===== src/rtl/rect_grid_point_query_defines.svh =====
// ----------------------------------------------------------------------------
// Assertion macros for the grid point query block
// Concurrent checks on clk, disabled or not during reset.
// ----------------------------------------------------------------------------
`ifndef RECT_GRID_POINT_QUERY_DEFINES_SVH
`define RECT_GRID_POINT_QUERY_DEFINES_SVH

`ifndef SYNTH
// check outside reset
`define RGPQ_ASSERT(lbl, prop, msg) \
	lbl: assert property (@(posedge clk) disable iff (!arst_n) prop) else $error(msg);
// check on every edge, reset included
`define RGPQ_ASSERT_ALWAYS(lbl, prop, msg) \
	lbl: assert property (@(posedge clk) prop) else $error(msg);
`else
`define RGPQ_ASSERT(lbl, prop, msg)
`define RGPQ_ASSERT_ALWAYS(lbl, prop, msg)
`endif

`endif


===== src/rtl/rgpq_ram.sv =====
// ----------------------------------------------------------------------------
// rgpq_ram
// Simple dual-port RAM: one write port, one read port, registered read data.
// ----------------------------------------------------------------------------
module rgpq_ram #(
	parameter int DEPTH = 256,
	parameter int WIDTH = 8
) (
	input  logic                     clk,
	input  logic                     we,
	input  logic [$clog2(DEPTH)-1:0] waddr,
	input  logic [WIDTH-1:0]         wdata,
	input  logic [$clog2(DEPTH)-1:0] raddr,
	output logic [WIDTH-1:0]         rdata
);

	logic [WIDTH-1:0] mem [DEPTH];

	always_ff @(posedge clk) begin
		if (we) begin
			mem[waddr] <= wdata;
		end
	end

	always_ff @(posedge clk) begin
		rdata <= mem[raddr];
	end

endmodule


===== config.mk =====
export PLATFORM = sky130hd
export DESIGN_NAME = rgpq_ram
export DESIGN_NICKNAME = d
export VERILOG_FILES = /design/src/rtl/rect_grid_point_query_defines.svh /design/src/rtl/rgpq_ram.sv
export SDC_FILE = /design/constraint.sdc
export NUM_CORES = 2
export LEC_CHECK = 0
export BUFFER_PORTS_ARGS = -buffer_cell sky130_fd_sc_hd__buf_2
export CAP_MARGIN = 20
export CORE_MARGIN = 8
export CORE_UTILIZATION = 30
export DETAILED_ROUTE_END_ITERATION = 10
export PLACE_DENSITY = 0.5
export SETUP_SLACK_MARGIN = 0.05
export SYNTH_ARGS = -nofsm -noshare
export SYNTH_HDL_FRONTEND = slang
export SYNTH_SLANG_ARGS = --single-unit

===== constraint.sdc =====
create_clock -name clk -period 3.3 [get_ports clk]
set_input_delay 0.99 -clock clk [delete_from_list [all_inputs] [get_ports clk]]
set_output_delay 0.99 -clock clk [all_outputs]
set_load 0.02 [all_outputs]

# Word-level counts from Yosys, hierarchy flattened
# Memories as Yosys holds them, arrays and structs flattened. A register that Yosys moved wholly into a read port is not among the register bits.
# Cells that the tools add are included.
# Widths: inputs -> output; s select.
# totals
reg_bits	0
latchBits	0
mem_count	1
ramBits	2048
inputBits	26
romBits	0
out_inout_bits	8
wordCells	3
# classes
n_div	0
n_shift	0
muxes	2
eq_ne	0
multipliers	0
bitwise	0
n_addsub	0
n_reduce_logical	0
magnitude_cmp	0
# memory_table
name	words	width	read_ports	rd_ports_with_merged_regs	write_ports	line	text
mem	256	8	1	1	1	rgpq_ram.sv:17	logic [WIDTH-1:0] mem [DEPTH];
# op_table
op	count
$mux 1	2

# Longest topological paths before layout
# depth
word_depth	2
mapped_depth	11
mapped_depth_nobuf	6

# Worst setup path before layout
# OpenSTA, ideal clock, no wires.
# synth_timing
path_type	in2reg
startpoint	in raddr[0]
endpoint	reg rdata[2] (read register of mem)
n_path_buf	4
stages	9
setup_slack_ps	372
t_required_ps	3169
setup_time_ps	131
t_arrival_ps	2797
cell_sequence	buf_6 -> buf_12 -> buf_8 -> buf_2 -> mux4_2 -> a22oi_1 -> a21oi_1 -> nor4_1 -> nor4_2
# synth_rtl
item	line	text
from (decl)	rgpq_ram.sv:13	input logic [$clog2(DEPTH)-1:0] raddr,
to (decl)	rgpq_ram.sv:14	output logic [WIDTH-1:0] rdata

==> impl_results.md <==
- Crit path max fanout: 16
- Seq/Total Area, Yosys: ~78%
- Leakage: 30.9 nW
- Clock Path Buffers: 3
- CP Capture Type: flop
- Total CTS buffers: 207
- CTS H-tree depth: 4
- Cell taking the most area after synthesis: edfxtp_1
- Via count: roughly 40000
- CTS Hold Bufs: 0
- Xor/xnor share of the synthesized area: 0%
- Core footprint: around 260000 um^2
- Fin crit share: 95.6%
- CP Class: in -> reg
- HPWL after detailed placement: 144000 um
- GPL Wtd Cong: 0.808
- Peak supply drop: 0.633 mV
- Max Cap Viol: 0
- Main combinational cell family by area after synthesis: multiplexers
- Routed WL: approximately 220000 um
- Worst Path Arrival: 3.85 ns
- Inst Count DP: just under 8000
- Total grt overflow: 0
- Period minus WS final: between 3 and 4 ns
- Fin. Hold Viols: 0
- EDFF count, synth: between 2000 and 2500
- Post-route ant nets: 0
- Chip width: between 500 and 600 um
- Power density cells: 583 nW/um^2
- CTS Sinks: 2056
- Setup violators final: 0
- Drt first-iter violations: between 4000 and 5000
- Fin cells: between 8000 and 9000
- Hold Path Origin: wdata[7]
- Initial antenna violation count: 23
- Ys async rst share: 0%
- Number of synthesized register bits: a little over 2000
- Layout cells sized above 1: between 30% and 40%
- First-pass GRT wire length: 315000 um
- Fmax: 317 MHz
- Gr usage total: 15.4%
- Dominant synthesized flop cell: edfxtp_1
- Initial Utilization: 30.1%
- CP startpoint kind: input pin
- Worst R2R Start: mem[83][7]
- Root cell of the clock tree: clkbuf_16
- Vias in the first global route: 41728
- Most frequent cell after synthesis: edfxtp_1
- TNS Setup: 0 ns
- CP Data Required Time: about 4.0 ns
- Area share of the largest cell type after synthesis: 77.3%
- Commonest cells in the netlist: edfxtp_1, mux4_2, nor2_1
- Site Rows: 189
- CTS clk-pin slew, worst paths: around 0.06 ns
- Slew HR: between 30% and 40%
- Synth Warn #: 0
- # IOs: 34
- CTS tree: yes
- Syn Std Cell Area: between 70000 and 80000 um^2
- Post-synthesis simple-gate area fraction: 2.63%
- Port Buffers: 33
- DRT Pass-1 Iters: 5
- Hold WS: 0.539 ns
- HP Class: in -> reg
- Largest net degree at the start of global routing: 102
- Vias/cell: roughly 5.0
- Area growth, synth to finish: 21.1%
- Hold depth: 1
- Worst setup startpoint: raddr[0]
- RSZ-0062 raised after global routing: false
- R2R cell count: 6
- Layout Skew: 0.0306 ns
- Mean area per synthesized cell: 21.3 um^2
- Drt wl/cell: 27.2 um
- Synth Instances: 3733
- Final #Nets: 4478
- Mux contribution to synthesized area: 14.6%
- Outcome: finished, final reports clean
- Synth Net Count: 3759
- Die area: ~280000 um^2
- Synth Area in Compound Gates: 3.42%
- Yosys cell types: 55
- Die height: 531 um
- Post-Synth Adder-Cell Area: 0%
- Clk_lat worst skew: between 0.8 and 0.9 ns
- Actual slew at the worst max-slew pin: 0.946 ns
- Area contributors post-synth: edfxtp_1, mux4_2, mux2i_1, nor2_1, a22oi_1
- Final-report max-slew violation count: 0
- Residual DRC: 0
## logic make-up after synthesis
logic type / after synthesis
DFF: 2056
muxes: 591
and+or+nand+nor: 466
AOI/OAI and AO/OA: 385
buffers and inverters: 235
## critical path, stage by stage
cell	delay [ns]
buf_8	0.18
buf_12	0.21
buf_12	0.19
mux4_2	0.51
a22oi_1	0.20
buf_4	0.15
a31oi_1	0.24
nor4_1	0.83
buf_4	0.23
nor4_1	0.05
## metrics by stage
stage | setup WS (ns) | util [%] | total power (W) | instance area (um^2)
after floorplan | 0.372 | - | 0.0308 | 79600
after global placement | -0.828 | 33.8 | 0.0326 | 89300
after detailed placement | -0.864 | 33.8 | 0.0326 | 89300
after CTS | 0.0723 | 36.4 | 0.0568 | 96300
after global routing | 0.112 | 36.4 | 0.0578 | 96300
final | 0.146 | 36.4 | 0.0562 | 96300
## where the power goes
part / internal [W] / switching (W) / leakage [nW]
clock: 0.0140 / 0.0102 / 3.43
sequential: 0.0288 / 0.0000638 / 18.5
combinational: 0.00124 / 0.00189 / 8.97
total: 0.0440 / 0.0122 / 30.9
## repair_timing
| item | 4_1_cts | 5_1_grt |
|---|---|---|
| resized for setup | 0 | 2 |
| buffers inserted | 0 | 0 |
| endpoints found under the setup margin | 0 | 2 |
## worst paths after layout
path | slack [ns] | end
setup / recovery | 0.15 | rdata[5]
hold / removal | 0.54 | mem[84][7]
hold reg to reg | 1.11 | rdata[2]
setup reg to reg | 0.63 | rdata[7]
## state kept, by name, summed over array words and instances (netlist names)
register	cells
rdata	8
mem	2048
## cells in the final DEF (no fill, tap or decap), types with 28 or more instances in the layout
cell,Yosys,layout
edfxtp_1,2048,2048
mux4_2,454,454
nor2_1,282,279
a22oi_1,133,133
o221ai_1,46,46
clkbuf_1,111,33
clkinv_1,1,38
buf_4,27,626
bufinv_16,0,29
nand3_1,34,31
nor2b_1,31,28
buf_12,8,86
mux2i_1,134,134
o22ai_1,28,28
nand2_1,33,33
clkbuf_16,0,208
a21oi_1,96,96
clkinv_2,0,49
## final cells by class
class,count,area (um^2)
diodes,5,12.5
clock buffers,246,5400
clock inverters,142,1630
fillers,24466,168000
inverters,2,7.51
multi-input cells,1442,16500
flip-flops and latches,2056,61700
well taps,3533,4420
repair buffers,743,6680
## per-layer routing
layer  global-route usage [%]  routed length, um  vias to the layer above
met4                     3.64               5200                        0
met3                     2.35              12900                      300
li1                         -                  -                    17149
met5                        0                  0                        -
met2                     25.3             107000                     1309
met1                     21.8              97700                    21944
No activity file was read; power rests on OpenSTA's default activity.
