**src/rtl/rect_grid_point_query_defines.svh**
```systemverilog
// ----------------------------------------------------------------------------
// Assertion macros for the grid point query block
// Concurrent checks on clk, disabled or not during reset.
// ----------------------------------------------------------------------------
`ifndef RECT_GRID_POINT_QUERY_DEFINES_SVH
`define RECT_GRID_POINT_QUERY_DEFINES_SVH

`ifndef SYNTH
// check outside reset
`define RGPQ_ASSERT(lbl, prop, msg) \
	lbl: assert property (@(posedge clk) disable iff (!arst_n) prop) else $error(msg);
// check on every edge, reset included
`define RGPQ_ASSERT_ALWAYS(lbl, prop, msg) \
	lbl: assert property (@(posedge clk) prop) else $error(msg);
`else
`define RGPQ_ASSERT(lbl, prop, msg)
`define RGPQ_ASSERT_ALWAYS(lbl, prop, msg)
`endif

`endif

```
**src/rtl/rgpq_pkg.sv**
```systemverilog
// ----------------------------------------------------------------------------
// rgpq_pkg
// Types, sizes and codes shared by the grid point query modules.
// ----------------------------------------------------------------------------
package rgpq_pkg;

	// grid sizes must be powers of two, at least two
	localparam int GRID_W       = 32;
	localparam int GRID_H       = 32;
	localparam int BUCKET_SLOTS = 8;
	localparam int MAX_RECTS    = 256;

	localparam int COL_W    = $clog2(GRID_W);
	localparam int ROW_W    = $clog2(GRID_H);
	localparam int BKT_W    = COL_W + ROW_W;
	localparam int NBUCKETS = GRID_W * GRID_H;
	localparam int NX_W     = $clog2(GRID_W + 1);
	localparam int NY_W     = $clog2(GRID_H + 1);

	localparam int SLOT_W     = (BUCKET_SLOTS > 1) ? $clog2(BUCKET_SLOTS) : 1;
	localparam int FILL_W     = $clog2(BUCKET_SLOTS + 1);
	localparam int SLOT_DEPTH = NBUCKETS * (1 << SLOT_W);

	localparam int RIDX_W = $clog2(MAX_RECTS);
	localparam int CNT_W  = $clog2(MAX_RECTS + 1);

	localparam int COORD_W   = 16;
	localparam int CELL_W    = 12;
	localparam int MARGIN_W  = 10;
	localparam int QUO_W     = 14;
	localparam int RCOUNT_W  = 9;
	localparam int CFG_IDX_W = 1;

	localparam logic [CELL_W-1:0] MIN_CELL   = 12'd8;
	localparam logic [CELL_W-1:0] CELL_RESET = 12'd32;

	localparam logic [CFG_IDX_W-1:0] CFG_CELL_SIZE = 1'd0;
	localparam logic [CFG_IDX_W-1:0] CFG_MARGIN    = 1'd1;

	typedef enum logic [1:0] {
		FUNC_CLEAR = 2'd0,
		FUNC_ADD   = 2'd1,
		FUNC_QUERY = 2'd2
	} func_t;

	typedef enum logic [3:0] {
		ST_CLEAR,
		ST_IDLE,
		ST_ADD,
		ST_DIV_GO,
		ST_DIV_WAIT,
		ST_WALK_SETUP,
		ST_WALK_RD,
		ST_WALK_WR,
		ST_Q_FILL,
		ST_Q_N,
		ST_Q_SLOT,
		ST_Q_RECT,
		ST_Q_CMP,
		ST_DONE
	} state_t;

	typedef struct packed {
		logic [1:0]                 func;
		logic signed [COORD_W-1:0] rect_left;
		logic signed [COORD_W-1:0] rect_top;
		logic signed [COORD_W-1:0] rect_right;
		logic signed [COORD_W-1:0] rect_bottom;
		logic signed [COORD_W-1:0] point_x;
		logic signed [COORD_W-1:0] point_y;
	} in_t;

	typedef struct packed {
		logic                hit;
		logic                stored;
		logic                overflow;
		logic [RCOUNT_W-1:0] rect_count;
	} out_t;

	typedef struct packed {
		logic signed [COORD_W-1:0] l;
		logic signed [COORD_W-1:0] t;
		logic signed [COORD_W-1:0] r;
		logic signed [COORD_W-1:0] b;
	} rect_t;

	typedef struct packed {
		logic                      start;
		logic signed [COORD_W-1:0] dividend;
		logic [CELL_W-1:0]         divisor;
	} div_req_t;

	typedef struct packed {
		logic                    done;
		logic signed [QUO_W-1:0] quotient;
	} div_rsp_t;

endpackage

```
**src/rtl/rgpq_div.sv**
```systemverilog
// ----------------------------------------------------------------------------
// rgpq_div
// Iterative signed-by-unsigned divider, one quotient bit per cycle,
// quotient truncated toward zero.
// ----------------------------------------------------------------------------
module rgpq_div import rgpq_pkg::*; (
	input  logic     clk,
	input  logic     arst_n,
	input  div_req_t req,
	output div_rsp_t rsp
);

	localparam int MAG_W  = COORD_W + 1;
	localparam int STEP_W = $clog2(MAG_W + 1);

	logic              busy_q;
	logic              done_q;
	logic [STEP_W-1:0] cnt_q;
	logic              neg_q;
	logic [MAG_W-1:0]  quo_q;
	logic [CELL_W-1:0] rem_q;
	logic [CELL_W-1:0] dvs_q;

	logic [CELL_W:0]    trial;
	logic [CELL_W:0]    diff;
	logic               ge;
	logic [MAG_W-1:0]   ext;
	logic [QUO_W-1:0]   qmag;

	assign trial = {rem_q, quo_q[MAG_W-1]};
	assign diff  = trial - {1'b0, dvs_q};
	assign ge    = trial >= {1'b0, dvs_q};
	assign ext   = {req.dividend[COORD_W-1], req.dividend};
	assign qmag  = quo_q[QUO_W-1:0];

	always_ff @(posedge clk or negedge arst_n) begin
		if (!arst_n) begin
			busy_q <= 1'b0;
			done_q <= 1'b0;
			cnt_q  <= '0;
		end else begin
			done_q <= 1'b0;
			if (req.start) begin
				busy_q <= 1'b1;
				cnt_q  <= STEP_W'(MAG_W);
			end else if (busy_q) begin
				cnt_q <= cnt_q - 1'b1;
				if (cnt_q == STEP_W'(1)) begin
					busy_q <= 1'b0;
					done_q <= 1'b1;
				end
			end
		end
	end

	always_ff @(posedge clk) begin
		if (req.start) begin
			neg_q <= req.dividend[COORD_W-1];
			quo_q <= req.dividend[COORD_W-1] ? (~ext + 1'b1) : ext;
			rem_q <= '0;
			dvs_q <= req.divisor;
		end else if (busy_q) begin
			rem_q <= ge ? diff[CELL_W-1:0] : trial[CELL_W-1:0];
			quo_q <= {quo_q[MAG_W-2:0], ge};
		end
	end

	assign rsp.done     = done_q;
	assign rsp.quotient = $signed(neg_q ? (~qmag + 1'b1) : qmag);

endmodule

```
**config.mk**
```make
export PLATFORM = sky130hd
export DESIGN_NAME = rgpq_div
export DESIGN_NICKNAME = d
export VERILOG_FILES = /design/src/rtl/rect_grid_point_query_defines.svh /design/src/rtl/rgpq_pkg.sv /design/src/rtl/rgpq_div.sv
export SDC_FILE = /design/constraint.sdc
export NUM_CORES = 1
export LEC_CHECK = 0
export ABC_AREA = 1
export BUFFER_PORTS_ARGS = -buffer_cell sky130_fd_sc_hd__buf_4
export CAP_MARGIN = 30
export CELL_PAD_IN_SITES_DETAIL_PLACEMENT = 2
export CELL_PAD_IN_SITES_GLOBAL_PLACEMENT = 2
export CORE_UTILIZATION = 36
export DETAILED_ROUTE_END_ITERATION = 16
export MAX_ROUTING_LAYER = met4
export PLACE_DENSITY_LB_ADDON = 0.1
export REMOVE_ABC_BUFFERS = 1
export SYNTH_ARGS = -nofsm -noshare
export SYNTH_HDL_FRONTEND = slang
export SYNTH_SLANG_ARGS = --single-unit
```
**constraint.sdc**
```tcl
create_clock -name clk -period 4.56 [get_ports clk]
set_clock_uncertainty 0.1 [all_clocks]
set_input_delay 0 -clock clk [delete_from_list [all_inputs] [get_ports clk]]
set_output_delay 0 -clock clk [all_outputs]
set_load 0.02 [all_outputs]
```
# --- Word-level counts from Yosys, hierarchy flattened ---
# Cells that the tools add are included.
word_totals:
  register_bits: 49
  input_bits: 31
  output_inout_bits: 15
  elab_cells: 29
op_classes:
  addsub: 4
  n_lt_le_gt_ge: 1
  eq_ne: 1
  mux: 13
  bitwise_logic: 2
  reduce_logical: 1
op_table:
  columns: ["cell", "count"]
  rows:
  - ["$mux 17", 3]
  - ["$add 17x1->17 const B", 1]
  - ["$not 17->17", 1]
  - ["$add 14x1->14 const B", 1]
  - ["$mux 14", 1]
  - ["$not 14->14", 1]
  - ["$ge 13x12->1", 1]
  - ["$mux 12", 1]
  - ["$sub 12x12->12", 1]
  - ["$mux 5", 2]
  - ["$mux 1", 6]
  - ["$eq 5x1->1 const B", 1]
  - ["$sub 5x1->5 const B", 1]
  - ["$reduce_bool 2->1", 1]

# --- Depth between registers and ports, before layout ---
logic_depth:
  word_depth: 4
  mapped_depth: 12
  depth_no_buf: 12

# --- Worst setup path before layout ---
# OpenSTA, ideal clock, no wires.
synth_timing:
  path_kind: "reg2reg"
  start: "register dvs_q[7]"
  end: "register quo_q[0] (data pin)"
  arrival_time_ns: 1.474
  t_required_ns: 4.193
  slack_ns: 2.719
  stages_incl_launch_ff: 12
  path_buffers: 1
  cell_sequence: "edfxtp_1 > inv_1 > ha_1 > nand2_2 > inv_1 > nand2_1 > nand2_1 > a21oi_4 > nand3_4 > buf_8 > nand2_1 > o21ai_0"
synth_via:
  elab_chain_cells: 3
synth_lines:
  columns: ["element", "line_no", "rtl"]
  rows:
  - ["start: declaration", "rgpq_div.sv:22", "logic [CELL_W-1:0] dvs_q;"]
  - ["start signal: assignment", "rgpq_div.sv:61", "dvs_q <= req.divisor;"]
  - ["$ge 13x12->1", "rgpq_div.sv:32", "assign ge = trial >= {1'b0, dvs_q};"]
  - ["$mux 17", "rgpq_div.sv:62", "end else if (busy_q) begin"]
  - ["$mux 17", "rgpq_div.sv:57", "if (req.start) begin"]
  - ["end signal: assignment", "rgpq_div.sv:59", "quo_q <= req.dividend[COORD_W-1] ? (~ext + 1'b1) : ext;"]
  - ["end signal: assignment", "rgpq_div.sv:64", "quo_q <= {quo_q[MAG_W-2:0], ge};"]
  - ["end: declaration", "rgpq_div.sv:20", "logic [MAG_W-1:0] quo_q;"]
# No other way between the ends. The select of a mux whose other input is x is not followed.
# A chain may end at the register's enable or synchronous reset.

# --- Worst setup path after layout ---
layout_timing:
  start: "register dvs_q[8]"
  end: "register rem_q[7]"
layout_via:
  elab_chain_cells: 2
layout_lines:
  columns: ["element", "line_no", "rtl"]
  rows:
  - ["$ge 13x12->1", "rgpq_div.sv:32", null]
  - ["$mux 12", "rgpq_div.sv:63", "rem_q <= ge ? diff[CELL_W-1:0] : trial[CELL_W-1:0];"]
  - ["end signal: assignment", "rgpq_div.sv:63", null]
  - ["end: declaration", "rgpq_div.sv:21", "logic [CELL_W-1:0] rem_q;"]
# No other way between the ends.

==> flow_summary.toml <==
[detailed_routing]
vias_per_cell = 4.99
avgRoutedWirePerCell_um = 16.7
drt_first_pass_iters = 4
detail_route.iter0.violations = 81
drc = 0
vias = 3293
antenna_left = 0
totalWireLength_um = 11000

[die]
core_area_um2 = 9240
die_x_um = 99.9
design.die.area_um2 = 9970
rows = 35
initial_core_util_pct = 37.3
io_pins = 46
die_h_um = 99.9

[layout]
diodes = 0
syn2layout_area_growth_pct = 20.9
layout-drive-gt1-share_pct = 13.2
finalNetCount = 578
fillers = 1123
instances_no_fill = 660
seqCellArea_um2 = 1320
multi_input_area_um2 = 1730

[clocking]
cts_tree = "built"
clk_pin_slew_ns = 0.10
htree_num_levels = 2
cts_setup_buffers = 0
clk_path_buf_depth = 2
cts_buffers = 5
clock-sinks = 49
root_buffer = "clkbuf_8"
clock_latency_ns = 0.31
cts_resized = 0

[grt]
grt.total_usage_pct = 24.7
first_global_vias = 3737
grt_pass1_wl_um = 18600
grt_overflow = 0
grt_max_degree = 36
antenna_found_initial = 0

[power_and_ir_drop]
vdd_drop_max_v = 0.000182
total_power_mw = 1.99
powerDensity_nw_per_um2 = 477
leakage_nw = 2.09

[run_status]
status = "finished, final reports clean"

[timing]
max_slew_margin_pct = 54.7
fin_tns_setup_ns = 0
hold_viol = 0
tightest_slew_ns = 0.679
period_share_pct = 56.2
drv_slew = 0
setup_viol = 0
hold-worst-slack_ns = 0.00661
fmax_mhz = 390
fin_crit_ns = 2.56
rsz0062_at_grt = "no"

[worst_setup_path]
crit_required_ns = 4.66
path_class = "register to register"
arrival_ns = 2.67
critPathLaunchType = "register"
critPathMaxFanout = 14
endpoint_kind = "register"

[yosys]
synth.distinct_cells = 35
netlist_instances = 469
ys_async_sr_fraction_pct = 14.3
yosys_register_bits = 49
netlist_top_cells_area = "edfxtp_1, nand2_1, inv_1"
synthTopCellsByCount = "nand2_1, inv_1, nand3_1"
synth_top_area_cell = "edfxtp_1"
synth_area_per_cell_um2 = 7.35
yosysMostFrequentCell = "nand2_1"
synthFlopType = "edfxtp_1"
yosys_warnings = 0
synth_edf_count = 30
syn_area_um2 = 3450
seq_area_frac_synth_pct = 38.2
yosysTopAreaCellShare_pct = 26.1

[placement]
portBuffers = 45
place_inst = 632
place.gp.congestion = 0.809
hpwlAfterDp_um = 8030

[worst_hold_path]
min_path_type = "input port to register"

[job]
maxCapViolations = 0
[critical path: stages (launching register included)]
cell and delay [ns]:
edfxtp_1 0.37, inv_1 0.06, ha_1 0.38, nand2_1 0.14
nor3_2 0.17, nand3_1 0.49, nand3_4 0.46, nand3_1 0.12
nand3_1 0.11, nand2_1 0.06
[metrics by stage]
step / setup slack, ns / area [µm²] / util [%]
after floorplan: 2.63 / 3370 / -
after global placement: 2.12 / 3880 / 41.9
after detailed placement: 2.11 / 3880 / 42.0
after CTS: 2.06 / 4170 / 45.1
after global routing: 1.82 / 4170 / 45.1
final: 2.00 / 4170 / 45.1
[routing by layer]
metal	global-route usage [%]	part of all wire [%]	up-vias
li1	-	-	1626
met1	27.3	43	1600
met2	46.7	54	51
met3	2.65	1.7	16
met4	6.79	1.9	0
met5	-	0	-
[layout by cell type (no fill, tap or decap), types with 2 or more instances in the layout]
cell type / count
nor2_1: 33
xor2_1: 16
ha_1: 16
xnor2_1: 5
dlygate4sd3_1: 20
o21ai_0: 19
nand3_2: 4
nor3_1: 6
buf_4: 47
or2_2: 2
nor2_2: 2
nand2_2: 3
clkbuf_8: 5
dfrtp_1: 7
dfxtp_1: 12
a21oi_1: 13
inv_1: 85
nand2_1: 121
nand4_1: 21
o22ai_1: 3
nand3b_1: 2
edfxtp_1: 30
nand3_1: 45
[layout make-up]
cell class / count / area share, %
multi-input cells: 320 / 41.4
flip-flops and latches: 49 / 31.6
repair buffers: 67 / 13.3
inverters: 87 / 7.83
well taps: 129 / 3.87
clock buffers: 6 / 1.74
clock inverters: 2 / 0.330
[flip-flops by register name, indices dropped and copies added (netlist names)]
name    count
done_q      1
dvs_q      12
busy_q      1
neg_q       1
cnt_q       5
quo_q      17
rem_q      12
[kinds of logic after synthesis]
family	share of synthesized area (%)
fa+ha+maj	6.39
buf+inv	11.8
compound gates	6.20
xor+xnor	5.33
flops	38.2
simple gates	32.1
[power by group]
part	leakage [nW]	switching [mW]	internal [mW]
clock network	0.0456	0.159	0.110
registers	0.496	0.0844	0.578
logic	1.55	0.679	0.381
total	2.09	0.922	1.07
[path summary, 6_finish.rpt]
| kind | startpoint | to | slack [ns] | depth (start not counted) |
|---|---|---|---|---|
| max | dvs_q[8] | rem_q[7] | 2.00 | 9 |
| min | req[16] | quo_q[4] | 0.007 | 3 |
| max reg2reg | dvs_q[8] | rem_q[7] | 2.00 | 9 |
| min reg2reg | rem_q[10] | rem_q[10] | 0.38 | 2 |
| max in group asynchronous | arst_n | cnt_q[0] | 3.55 | 3 |
| min in group asynchronous | arst_n | cnt_q[2] | 0.55 | 3 |
[what timing repair did]
item	CTS	global route
hold buffers	20	0
setup endpoints to repair	0	0
endpoints found under the hold margin	25	0
No activity file was read; power rests on OpenSTA's default activity.
